<file path="config.mk">
export PLATFORM = sky130hd
export DESIGN_NAME = sha0_sha1_hash_engine
export DESIGN_NICKNAME = d
export VERILOG_FILES = /design/src/design/sha_pkg.sv /design/src/design/sha_front.sv /design/src/design/sha_queue.sv /design/src/design/sha_core.sv /design/src/design/sha0_sha1_hash_engine.sv
export SDC_FILE = /design/constraint.sdc
export NUM_CORES = 2
export LEC_CHECK = 0
export BUFFER_PORTS_ARGS = -buffer_cell sky130_fd_sc_hd__buf_2
export CORE_MARGIN = 4
export CORE_UTILIZATION = 35
export DETAILED_ROUTE_END_ITERATION = 16
export GPL_TIMING_DRIVEN = 0
export SYNTH_ARGS = -nofsm -noshare
export SYNTH_HDL_FRONTEND = slang
export SYNTH_HIERARCHICAL = 1
export SYNTH_SLANG_ARGS = --single-unit
</file>
<file path="constraint.sdc">
create_clock -name clk -period 10.36 [get_ports clk]
set_input_delay 1.554 -clock clk [delete_from_list [all_inputs] [get_ports clk]]
set_output_delay 1.554 -clock clk [all_outputs]
set_load 0.005 [all_outputs]
</file>
<file path="src/design/sha_pkg.sv">
// Package for the SHA-1/SHA-0 hash engine: payload structs, constants and round functions.
// Used by every module of the engine; depends on nothing.
package sha_pkg;

  localparam int unsigned QueueDepth = 4;

  typedef struct packed {
    logic [31:0] data_word;
    logic [2:0]  byte_count;
    logic        last_word;
  } in_item_t;

  typedef struct packed {
    logic [31:0] digest_word;
    logic [2:0]  word_index;
    logic        digest_last;
  } out_item_t;

  // One word for the compression back end, with block markers.
  typedef struct packed {
    logic [31:0] word;
    logic        block_end;
    logic        msg_end;
  } blk_word_t;

  typedef enum logic [1:0] {
    ST_LOAD,
    ST_ROUND,
    ST_ADD,
    ST_EMIT
  } core_state_t;

  typedef enum logic [1:0] {
    FS_IDLE,
    FS_PAD,
    FS_LEN_HI,
    FS_LEN_LO
  } front_state_t;

  localparam logic [31:0] H_INIT [5] = '{
    32'h67452301, 32'hefcdab89, 32'h98badcfe, 32'h10325476, 32'hc3d2e1f0
  };

  function automatic logic [31:0] round_k(input logic [6:0] t);
    logic [31:0] k;
    if (t < 7'd20) k = 32'h5a827999;
    else if (t < 7'd40) k = 32'h6ed9eba1;
    else if (t < 7'd60) k = 32'h8f1bbcdc;
    else k = 32'hca62c1d6;
    return k;
  endfunction

  function automatic logic [31:0] round_f(input logic [6:0] t, input logic [31:0] b,
                                          input logic [31:0] c, input logic [31:0] d);
    logic [31:0] f;
    if (t < 7'd20) f = (b & c) | (~b & d);
    else if (t >= 7'd40 && t < 7'd60) f = (b & c) | (b & d) | (c & d);
    else f = b ^ c ^ d;
    return f;
  endfunction

endpackage

</file>
<file path="src/design/sha_front.sv">
// Front end of the SHA engine: takes message words, pads the last one and appends the length.
// Depends on sha_pkg.
module sha_front (
  input  logic                 clk,
  input  logic                 rst_n,
  input  logic                 in_valid,
  output logic                 in_ready,
  input  sha_pkg::in_item_t    in_item,
  output logic                 q_push,
  input  logic                 q_full,
  output sha_pkg::blk_word_t   q_word
);

  sha_pkg::front_state_t state_r, state_nxt;
  logic [3:0]  fill_r, fill_nxt;
  logic [63:0] len_r, len_nxt;
  logic        pend_r, pend_nxt;
  logic [2:0]  cnt;
  logic [31:0] mask, padw;

  always_comb begin
    cnt = (in_item.byte_count > 3'd4) ? 3'd4 : in_item.byte_count;
    unique case (cnt)
      3'd0: begin mask = 32'h0;        padw = 32'h80000000; end
      3'd1: begin mask = 32'hff000000; padw = 32'h00800000; end
      3'd2: begin mask = 32'hffff0000; padw = 32'h00008000; end
      3'd3: begin mask = 32'hffffff00; padw = 32'h00000080; end
      default: begin mask = 32'hffffffff; padw = 32'h0; end
    endcase
  end

  always_ff @(posedge clk) begin
    if (!rst_n) begin
      state_r <= sha_pkg::FS_IDLE;
      fill_r  <= '0;
      len_r   <= '0;
      pend_r  <= 1'b0;
    end else begin
      state_r <= state_nxt;
      fill_r  <= fill_nxt;
      len_r   <= len_nxt;
      pend_r  <= pend_nxt;
    end
  end

  always_comb begin
    state_nxt = state_r;
    fill_nxt  = fill_r;
    len_nxt   = len_r;
    pend_nxt  = pend_r;
    q_push    = 1'b0;
    q_word    = '0;
    in_ready  = 1'b0;
    unique case (state_r)
      sha_pkg::FS_IDLE: begin
        in_ready = !q_full;
        if (in_valid && !q_full) begin
          q_push = 1'b1;
          fill_nxt = fill_r + 4'd1;
          if (!in_item.last_word) begin
            q_word.word = in_item.data_word;
            len_nxt = len_r + 64'd32;
          end else begin
            q_word.word = (in_item.data_word & mask) | padw;
            len_nxt = len_r + {58'd0, cnt, 3'd0};
            if (cnt == 3'd4) begin
              state_nxt = sha_pkg::FS_PAD;
              pend_nxt = 1'b1;
            end else if (fill_r == 4'd13) state_nxt = sha_pkg::FS_LEN_HI;
            else state_nxt = sha_pkg::FS_PAD;
          end
          q_word.block_end = (fill_r == 4'd15);
        end
      end
      sha_pkg::FS_PAD: begin
        // After a full last word the first pad word carries the 0x80 marker byte.
        if (!q_full) begin
          q_push = 1'b1;
          q_word.word = pend_r ? 32'h80000000 : 32'h0;
          q_word.block_end = (fill_r == 4'd15);
          fill_nxt = fill_r + 4'd1;
          pend_nxt = 1'b0;
          if (fill_r == 4'd13) state_nxt = sha_pkg::FS_LEN_HI;
        end
      end
      sha_pkg::FS_LEN_HI: begin
        if (!q_full) begin
          q_push = 1'b1;
          q_word.word = len_r[63:32];
          fill_nxt = fill_r + 4'd1;
          state_nxt = sha_pkg::FS_LEN_LO;
        end
      end
      default: begin
        if (!q_full) begin
          q_push = 1'b1;
          q_word.word = len_r[31:0];
          q_word.block_end = 1'b1;
          q_word.msg_end = 1'b1;
          fill_nxt = '0;
          len_nxt = '0;
          state_nxt = sha_pkg::FS_IDLE;
        end
      end
    endcase
  end

endmodule

</file>
<file path="src/design/sha_queue.sv">
// Short queue between the SHA front end and the compression core.
// Depends on sha_pkg.
module sha_queue #(
  parameter int unsigned Depth = sha_pkg::QueueDepth
) (
  input  logic               clk,
  input  logic               rst_n,
  input  logic               push,
  output logic               full,
  input  sha_pkg::blk_word_t wdata,
  input  logic               pop,
  output logic               empty,
  output sha_pkg::blk_word_t rdata
);

  localparam int unsigned Aw = (Depth > 1) ? $clog2(Depth) : 1;

  sha_pkg::blk_word_t mem_r [Depth];
  logic [Aw-1:0] wp_r, rp_r;
  logic [Aw:0]   cnt_r;

  assign full  = (cnt_r == (Aw+1)'(Depth));
  assign empty = (cnt_r == '0);
  assign rdata = mem_r[rp_r];

  always_ff @(posedge clk) begin
    if (push && !full) mem_r[wp_r] <= wdata;
  end

  always_ff @(posedge clk) begin
    if (!rst_n) begin
      wp_r <= '0;
      rp_r <= '0;
      cnt_r <= '0;
    end else begin
      if (push && !full) wp_r <= (wp_r == Aw'(Depth - 1)) ? '0 : wp_r + 1'b1;
      if (pop && !empty) rp_r <= (rp_r == Aw'(Depth - 1)) ? '0 : rp_r + 1'b1;
      cnt_r <= cnt_r + {{Aw{1'b0}}, push && !full} - {{Aw{1'b0}}, pop && !empty};
    end
  end

endmodule

</file>
<file path="src/design/sha_core.sv">
// Compression core of the SHA engine: 16-word window schedule, one round per cycle.
// Depends on sha_pkg.
module sha_core (
  input  logic                clk,
  input  logic                rst_n,
  input  logic                hash_mode,
  input  logic                q_empty,
  output logic                q_pop,
  input  sha_pkg::blk_word_t  q_word,
  output logic                out_valid,
  input  logic                out_ready,
  output sha_pkg::out_item_t  out_item
);

  sha_pkg::core_state_t state_r, state_nxt;
  logic [31:0] w_r [16];
  logic [31:0] h_r [5];
  logic [31:0] a_r, b_r, c_r, d_r, e_r;
  logic [6:0]  t_r;
  logic [3:0]  ld_r;
  logic        msg_end_r;
  logic [2:0]  idx_r;
  logic [31:0] x, wn, tmp;

  always_comb begin
    x = w_r[13] ^ w_r[8] ^ w_r[2] ^ w_r[0];
    wn = hash_mode ? {x[30:0], x[31]} : x;
    tmp = {a_r[26:0], a_r[31:27]} + sha_pkg::round_f(t_r, b_r, c_r, d_r) + e_r +
          sha_pkg::round_k(t_r) + w_r[0];
  end

  assign q_pop     = (state_r == sha_pkg::ST_LOAD) && !q_empty;
  assign out_valid = (state_r == sha_pkg::ST_EMIT);
  assign out_item.digest_word = h_r[idx_r];
  assign out_item.word_index  = idx_r;
  assign out_item.digest_last = (idx_r == 3'd4);

  always_comb begin
    state_nxt = state_r;
    unique case (state_r)
      sha_pkg::ST_LOAD:  if (!q_empty && q_word.block_end) state_nxt = sha_pkg::ST_ROUND;
      sha_pkg::ST_ROUND: if (t_r == 7'd79) state_nxt = sha_pkg::ST_ADD;
      sha_pkg::ST_ADD:   state_nxt = msg_end_r ? sha_pkg::ST_EMIT : sha_pkg::ST_LOAD;
      default:           if (out_ready && idx_r == 3'd4) state_nxt = sha_pkg::ST_LOAD;
    endcase
  end

  always_ff @(posedge clk) begin
    if (!rst_n) begin
      state_r <= sha_pkg::ST_LOAD;
      t_r <= '0;
      ld_r <= '0;
      idx_r <= '0;
      msg_end_r <= 1'b0;
      for (int i = 0; i < 5; i++) h_r[i] <= sha_pkg::H_INIT[i];
    end else begin
      state_r <= state_nxt;
      unique case (state_r)
        sha_pkg::ST_LOAD: begin
          if (!q_empty) begin
            w_r[ld_r] <= q_word.word;
            ld_r <= ld_r + 4'd1;
            msg_end_r <= q_word.msg_end;
            if (q_word.block_end) begin
              t_r <= '0;
              a_r <= h_r[0]; b_r <= h_r[1]; c_r <= h_r[2]; d_r <= h_r[3]; e_r <= h_r[4];
            end
          end
        end
        sha_pkg::ST_ROUND: begin
          for (int i = 0; i < 15; i++) w_r[i] <= w_r[i+1];
          w_r[15] <= wn;
          e_r <= d_r; d_r <= c_r; c_r <= {b_r[1:0], b_r[31:2]}; b_r <= a_r; a_r <= tmp;
          t_r <= t_r + 7'd1;
        end
        sha_pkg::ST_ADD: begin
          h_r[0] <= h_r[0] + a_r; h_r[1] <= h_r[1] + b_r; h_r[2] <= h_r[2] + c_r;
          h_r[3] <= h_r[3] + d_r; h_r[4] <= h_r[4] + e_r;
          ld_r <= '0;
          idx_r <= '0;
        end
        default: begin
          if (out_ready) begin
            idx_r <= idx_r + 3'd1;
            if (idx_r == 3'd4) begin
              idx_r <= '0;
              for (int i = 0; i < 5; i++) h_r[i] <= sha_pkg::H_INIT[i];
            end
          end
        end
      endcase
    end
  end

endmodule

</file>
<file path="src/design/sha0_sha1_hash_engine.sv">
// SHA-1/SHA-0 hash engine top level: front end, word queue and compression core.
// Depends on sha_pkg, sha_front, sha_queue and sha_core.
// A block is loaded as 16 queue words, then takes 80 rounds and one add step; the single
// round unit of the core sets the throughput, and the core takes no words while it works.
// Digest words follow the last block's add step, one per cycle while out_pop is high.
// Synchronous active-low reset restores the initial chaining values and SHA-1 mode.
module sha0_sha1_hash_engine #(
  parameter int unsigned QueueDepth = sha_pkg::QueueDepth
) (
  input  logic               clk,
  input  logic               rst_n,
  input  logic               in_push,
  output logic               in_full,
  input  sha_pkg::in_item_t  in_item,
  output logic               out_empty,
  input  logic               out_pop,
  output sha_pkg::out_item_t out_item,
  input  logic               cfg_we,
  input  logic               cfg_wdata
);

  logic mode_r;
  logic q_push, q_full, q_pop, q_empty, in_ready, out_valid;
  sha_pkg::blk_word_t q_wword, q_rword;

  always_ff @(posedge clk) begin
    if (!rst_n) mode_r <= 1'b1;
    else if (cfg_we) mode_r <= cfg_wdata;
  end

  assign in_full   = !in_ready;
  assign out_empty = !out_valid;

  sha_front u_front (
    .clk, .rst_n, .in_valid(in_push), .in_ready, .in_item,
    .q_push, .q_full, .q_word(q_wword)
  );

  sha_queue #(.Depth(QueueDepth)) u_queue (
    .clk, .rst_n, .push(q_push), .full(q_full), .wdata(q_wword),
    .pop(q_pop), .empty(q_empty), .rdata(q_rword)
  );

  sha_core u_core (
    .clk, .rst_n, .hash_mode(mode_r), .q_empty, .q_pop, .q_word(q_rword),
    .out_valid, .out_ready(out_pop), .out_item
  );

  a_idx_range: assert property (@(posedge clk) disable iff (!rst_n)
    !out_empty |-> out_item.word_index <= 3'd4) else $error("digest index out of range");
  a_last_flag: assert property (@(posedge clk) disable iff (!rst_n)
    !out_empty |-> (out_item.digest_last == (out_item.word_index == 3'd4)))
    else $error("digest_last mismatch");

endmodule

</file>
==> Word-level counts from Yosys, hierarchy flattened <==
Memory sizes are Yosys's and may differ from the RTL's. A register that Yosys moved wholly into a read port is not among the register bits.
Cells that the tools add are included.
{ "op_classes": {"n_lt_le_gt_ge": 5, "n_addsub": 19, "n_eq_ne": 28, "bitwise": 28, "div_mod_pow": 0, "mul": 0, "mux": 109, "reduce_logical": 35, "shift": 0} }
{ "ops": {"columns": ["op", "n"], "rows": [
  ["32-bit 2-to-1 mux", 29],
  ["32-bit one-hot mux with 2 select lines", 5],
  ["32-bit adder", 9],
  ["32-bit one-hot mux with 4 select lines", 2],
  ["64-bit 2-to-1 mux", 3],
  ["32-bit AND", 5],
  ["32-bit XOR", 5],
  ["32-bit bitwise OR", 4],
  ["64-bit one-hot mux with 2 select lines", 1],
  ["32-bit one-hot mux with 3 select lines", 1],
  ["33-bit 2-to-1 mux", 2],
  ["64-bit by 6-bit adder with 64-bit output", 1],
  ["64-bit by 6-bit adder with 64-bit output, second input constant", 1],
  ["34-bit 2-to-1 mux", 1],
  ["2-bit 2-to-1 mux", 16],
  ["32-bit inverter", 1],
  ["32-bit OR reduction", 1],
  ["31-bit 2-to-1 mux", 1],
  ["1-bit 2-to-1 mux", 28],
  ["4-bit 2-to-1 mux", 5],
  ["4-bit one-hot mux with 2 select lines", 2],
  ["3-bit 2-to-1 mux", 5],
  ["7-bit by 6-bit < comparator with 1-bit output, second input constant", 2],
  ["7-bit 2-to-1 mux", 2],
  ["other kinds (38)", 92]
]} }
{ "word_totals": {"elab_cells": 245, "rom_bits": 0, "in_bits": 42, "mem_bits_rw": 808, "register_bits": 256, "latch_bits": 0, "n_memories": 3} }
{ "mem_list": {"columns": ["name", "depth", "width", "read_ports", "rd_ports_with_merged_regs", "write_ports", "line", "rtl"], "rows": [
  ["u_core.w_r", 16, 32, 16, 0, 16, "sha_core.sv:16", "logic [31:0] w_r [16];"],
  ["u_core.h_r", 5, 32, 6, 1, 5, "sha_core.sv:17", "logic [31:0] h_r [5];"],
  ["u_queue.mem_r", 4, 34, 1, 1, 1, "sha_queue.sv:18", "sha_pkg::blk_word_t mem_r [Depth];"]
]} }

==> Logic depth before layout (Yosys ltp) <==
{ "depth": {"word_depth": 10, "ltp_mapped": 25, "mapped_depth_nobuf": 22} }

==> Hierarchy <==
Netlist, hierarchy kept.
{ "by_module_without_submodules": {"columns": ["module", "instances", "area_per_inst_um2", "cells_per_inst", "seq_area_each_um2"], "rows": [
  ["sha_core", 1, 48756.8, 3968, 25384.3],
  ["sha_queue", 1, 5440.2, 231, 4264.1],
  ["sha_front", 1, 4254.1, 590, 1361.3],
  ["sha0_sha1_hash_engine", 1, 41.3, 5, 20.0]
]} }

==> Least setup slack after synthesis <==
OpenSTA, ideal clock, no wires.
{ "synth_path": {"path_kind": "input-to-reg", "startpoint": "input port rst_n", "endpoint": "register u_core.a_r[0], enable pin", "arrival_time_ns": 8.726, "slack_ns": 0.951, "path_stages": 4, "setup_time_ns": 0.683, "path_cell_list": "clkbuf_1 > inv_1 > clkbuf_1 > nor2_1"} }
{ "synth_between": {"elab_chain_cells": 1} }
{ "synth_lines": {"columns": ["element", "line", "rtl"], "rows": [
  ["start, declared", "sha0_sha1_hash_engine.sv:11", "input logic rst_n,"],
  ["4-bit AND reduction (no source line)", null, null],
  ["end signal, assigned", "sha_core.sv:66", "a_r <= h_r[0]; b_r <= h_r[1]; c_r <= h_r[2]; d_r <= h_r[3]; e_r <= h_r[4];"],
  ["end signal, assigned", "sha_core.sv:73", "e_r <= d_r; d_r <= c_r; c_r <= {b_r[1:0], b_r[31:2]}; b_r <= a_r; a_r <= tmp;"],
  ["end, declared", "sha_core.sv:18", "logic [31:0] a_r, b_r, c_r, d_r, e_r;"]
]} }
Every way passes these cells.
A chain may end at the register's enable or synchronous reset.

==> Final worst setup path <==
{ "layout_path": {"startpoint": "register u_core.t_r[4]", "endpoint": "register u_core.a_r[27] (data pin)"} }
{ "layout_between": {"elab_chain_cells": 9, "word_cells_on_any_way": 15} }
{ "layout_lines": {"columns": ["element", "line", "rtl"], "rows": [
  ["start, declared", "sha_core.sv:19", "logic [6:0] t_r;"],
  ["start signal, assigned", "sha_core.sv:74", "t_r <= t_r + 7'd1;"],
  ["7-bit by 6-bit >= comparator with 1-bit output or 7-bit by 6-bit < comparator with 1-bit output (tied branches)", "sha_pkg.sv:57, sha_pkg.sv:48", null],
  ["1-bit logical AND", "sha_pkg.sv:57", "else if (t >= 7'd40 && t < 7'd60) f = (b & c) | (b & d) | (c & d);"],
  ["32-bit 2-to-1 mux", "sha_pkg.sv:57", null],
  ["32-bit 2-to-1 mux", "sha_pkg.sv:56", "if (t < 7'd20) f = (b & c) | (~b & d);"],
  ["32-bit adder (2 in a row)", "sha_core.sv:28", "tmp = {a_r[26:0], a_r[31:27]} + sha_pkg::round_f(t_r, b_r, c_r, d_r) + e_r +"],
  ["32-bit adder (*)", "sha_core.sv:28", null],
  ["32-bit adder (*)", "sha_core.sv:29", "sha_pkg::round_k(t_r) + w_r[0];"],
  ["32-bit one-hot mux with 2 select lines (*)", "sha_core.sv:58", "unique case (state_r)"]
]} }
Mark *: on every way between the ends. The rest lies on a longest branch, timed or not.

==> metrics.md <==
| Metric | Value |
|---|---|
| CTS Sinks | `about 1.1k` |
| WS Path Type | `flop to flop` |
| Antenna Nets Post-Route | `0` |
| Worst-Margin Slew | `1422 ps` |
| Wire per inst | `24.74 µm` |
| CP Max Fanout | `10` |
| Port bufs | `79` |
| TritonCTS clock tree | `done` |
| Most common cell after layout, fill and taps aside | `edfxtp_1` |
| Cell taking the most area after synthesis | `edfxtp_1` |
| Chip height | `416.8 µm` |
| Die area | `173700 µm²` |
| Vias in the first global route | `38.90k` |
| Antenna violations before repair | `3` |
| Maximum clock insertion buffer count | `3` |
| Starting Density | `35.33%` |
| Pin count of the biggest net entering global routing | `53` |
| Clock period minus worst slack | `roughly 7400 ps` |
| Die W | `416.8 µm` |
| Post-route clock skew | `60.45 ps` |
| Post-synthesis xor/xnor area fraction | `4.717%` |
| Reg2reg path depth | `20` |
| Hold Crit Class | `flop to flop` |
| Reg2reg setup slack | `2970 ps` |
| Mux contribution to synthesized area | `about 7%` |
| # IOs | `80` |
| Final #Nets | `roughly 5.4k` |
| Critical path's slowest cell | `clkbuf_1` |
| First-pass GRT wire length | `264.5 mm` |
| H-tree levels | `3` |
| Core ar. | `165500 µm²` |
| Adder-cell share of the synthesized area | `approximately 9%` |
| Syn_nets | `approximately 5.2k` |
| CTS Root Cell | `clkbuf_16` |
| Synthesized area | `between 50000 and 60000 µm²` |
| Worst Path Required | `10870 ps` |
| Worst hold start | `mode_r` |
| 1st-pass router iterations | `7` |
| Drt drc | `0` |
| GP Congestion | `~0.93` |
| RSZ-0062 raised after global routing | `no` |
| Mean Syn Cell Area | `12.20 µm²` |
| Fraction of layout cells with a size suffix above 1 | `11.91%` |
| Critical Path Start Type | `flop` |
| Crit path cell chain | `clkbuf_1 -> o21ai_0 -> nand2_1 -> clkbuf_1 -> clkbuf_1 -> a31oi_1 -> fa_1 -> inv_1 -> fa_1 -> fa_1 -> nor2b_1 -> o21a_1 -> o21ai_1 -> a211o_1 -> a31oi_1 -> a31oi_1 -> o21ai_1 -> a31oi_1 -> xnor2_1 -> mux2_2` |
| Total GRT Usage | `between 20% and 30%` |
| Final hold vios | `0` |
| Grt ovf | `0` |
| Crit end category | `flop` |
| Setup Buffers After CTS | `0` |
| Most frequent cells in the layout | `edfxtp_1 (968), a21o_1 (573), nand2_1 (325)` |
| Area contributors post-synth | `edfxtp_1 (50%), a21o_1 (7.4%), ha_1 (4.7%), fa_1 (4.3%), mux2_2 (3.7%)` |
| Max-slew violation count | `0` |
| Hold Path Cell Cnt | `2` |
| Ys async rst share | `0%` |
| Max Cap Viol | `0` |
| Reg-to-reg startpoint | `u_core/t_r[4]` |
| Final HPWL from detailed placement | `132.8 mm` |
| Cell count after synthesis | `4794` |
| Total CTS buffers | `118` |
| Worst setup path start | `u_core/t_r[4]` |
| Starting DRC count in detailed routing | `4548` |
| Post-synth EDFFs | `roughly 970` |
| Via count | `about 40k` |
| Status | `completed` |
| Clock transition at the registers of the reported paths | `60 ps` |
| Hold Buf Count CTS | `0` |
| Post-synthesis sequential area ratio | `53.05%` |
| Layout Cells excl Fill | `7319` |
| Most used DFF post-synth | `edfxtp_1` |
| Cell Rows | `149` |
| Cell mode on critical path | `a31oi_1` |
| Capture point of the worst path | `u_core/a_r[27]` |
| Reg2Reg Capture Point | `u_core/a_r[27]` |
| Post-synthesis compound-gate area fraction | `14.57%` |
| PostCTS Resize Cnt | `0` |
| F_max | `135.4 MHz` |
| Layout Area Growth over Synthesis | `13.66%` |
| Main combinational cell family by area after synthesis | `compound AO/OA/AOI/OAI gates` |
| Synth Register Bits | `1066` |
| Worst EP arrival | `7900 ps` |
| Skew-Pair Late Insertion Delay | `780 ps` |
| CP max stage delay | `970 ps` |
| Placed cells | `7096` |
| Final wirelength | `181.0 mm` |
| Synth Area in Simple Gates | `8.167%` |
| Max_slew headroom | `around 5.2%` |
| Vias per Instance | `5.520` |
| Final setup viols | `0` |
| Fin crit share | `71.30%` |
| Post-synth top area share | `between 40 and 50%` |
| Yosys warns | `6` |
| Yosys cell types | `98` |
-- metal layers --
layer | routed length (µm) | up-vias | GRT usage [%]
met5 | 0 | - | 0
met4 | 6439 | 0 | 6.818
met3 | 13960 | 267 | 3.500
met2 | 81560 | 1593 | 31.77
met1 | 79080 | 20518 | 28.83
li1 | - | 18023 | -
-- final cells by class --
cell class                 instances  area [µm²]
inverter                         267        1002
clock buffer                     153        3126
multi-input combinational       3206       25640
fill                           15779       99060
sequential                      1066       31030
timing repair buffer             113        1226
antenna                            2       5.005
tap                             2189        2739
buffer                           255        1023
clock inverter                    68       691.9
-- flip-flops by register name (all words and copies together), names as in the netlist, named ones only --
signal	count
u_core/w_r	512
u_core/h_r	160
u_queue/mem_r	136
u_front/len_r	61
u_core/a_r	32
u_core/b_r	32
u_core/c_r	32
u_core/d_r	32
u_core/e_r	32
u_core/t_r	7
u_core/ld_r	4
u_front/fill_r	4
u_core/idx_r	3
u_queue/cnt_r	3
u_core/state_r	2
u_front/state_r	2
u_queue/rp_r	2
u_queue/wp_r	2
mode_r	1
u_core/msg_end_r	1
u_front/pend_r	1
-- metrics by stage --
stage	setup TNS [ps]	hold slack, ps	instance area (µm²)	utilization [%]	worst slack (ps)
2_1_floorplan	0	438.1	58490	-	951.1
3_3_place_gp	-1025620	466.3	61630	37.23	-4873
3_5_place_dp	0	476.0	62660	37.85	3171
4_1_cts	0	493.9	66480	40.16	3118
5_1_grt	0	521.8	66480	40.16	2754
6_report	0	477.2	66490	40.16	2974
-- Yosys cell counts, drive strengths merged, types with 12 or more instances --
| cell type | n |
|---|---|
| a21oi | 214 |
| mux2 | 190 |
| and4 | 12 |
| a211oi | 38 |
| o21a | 22 |
| or3 | 21 |
| mux4 | 66 |
| nor2 | 252 |
| a31oi | 46 |
| edfxtp | 968 |
| o21bai | 54 |
| xor2 | 137 |
| mux2i | 42 |
| buf | 24 |
| nor3 | 34 |
| nand3 | 73 |
| nand4 | 45 |
| ha | 222 |
| o21ai | 185 |
| and3 | 29 |
| a21o | 574 |
| inv | 267 |
| nand2b | 37 |
| and2 | 57 |
| clkbuf | 231 |
| nor2b | 65 |
| nand2 | 326 |
| fa | 127 |
| xnor2 | 178 |
| dfxtp | 98 |
-- kinds of logic after synthesis --
kind of cell               after synthesis
muxes                                  298
DFF                                   1066
and+or+nand+nor                        998
xor gates and xnor gates               315
adders and majority gates              349
AOI/OAI and AO/OA                     1246
buffers and inverters                  522
-- critical path: cells and delay by family (launching register included) --
kind            cells  cell delay, ps
flops               1             310
mux                 1             260
fa+ha+maj           3            1590
xor+xnor            1             150
compound gates      9            2330
buf+inv             4            2150
simple gates        2             330
-- worst min path at each step --
stage                                     to  slack (ps)
after floorplan                       mode_r         440
after global placement                mode_r         470
after detailed placement              mode_r         480
after CTS                             mode_r         490
after global routing      u_core/w_r[14][14]         520
final                                 mode_r         480
Power is left out: the tool's default activity adds up to more than one toggle a clock period on the data nets, which glitch-free logic cannot reach.
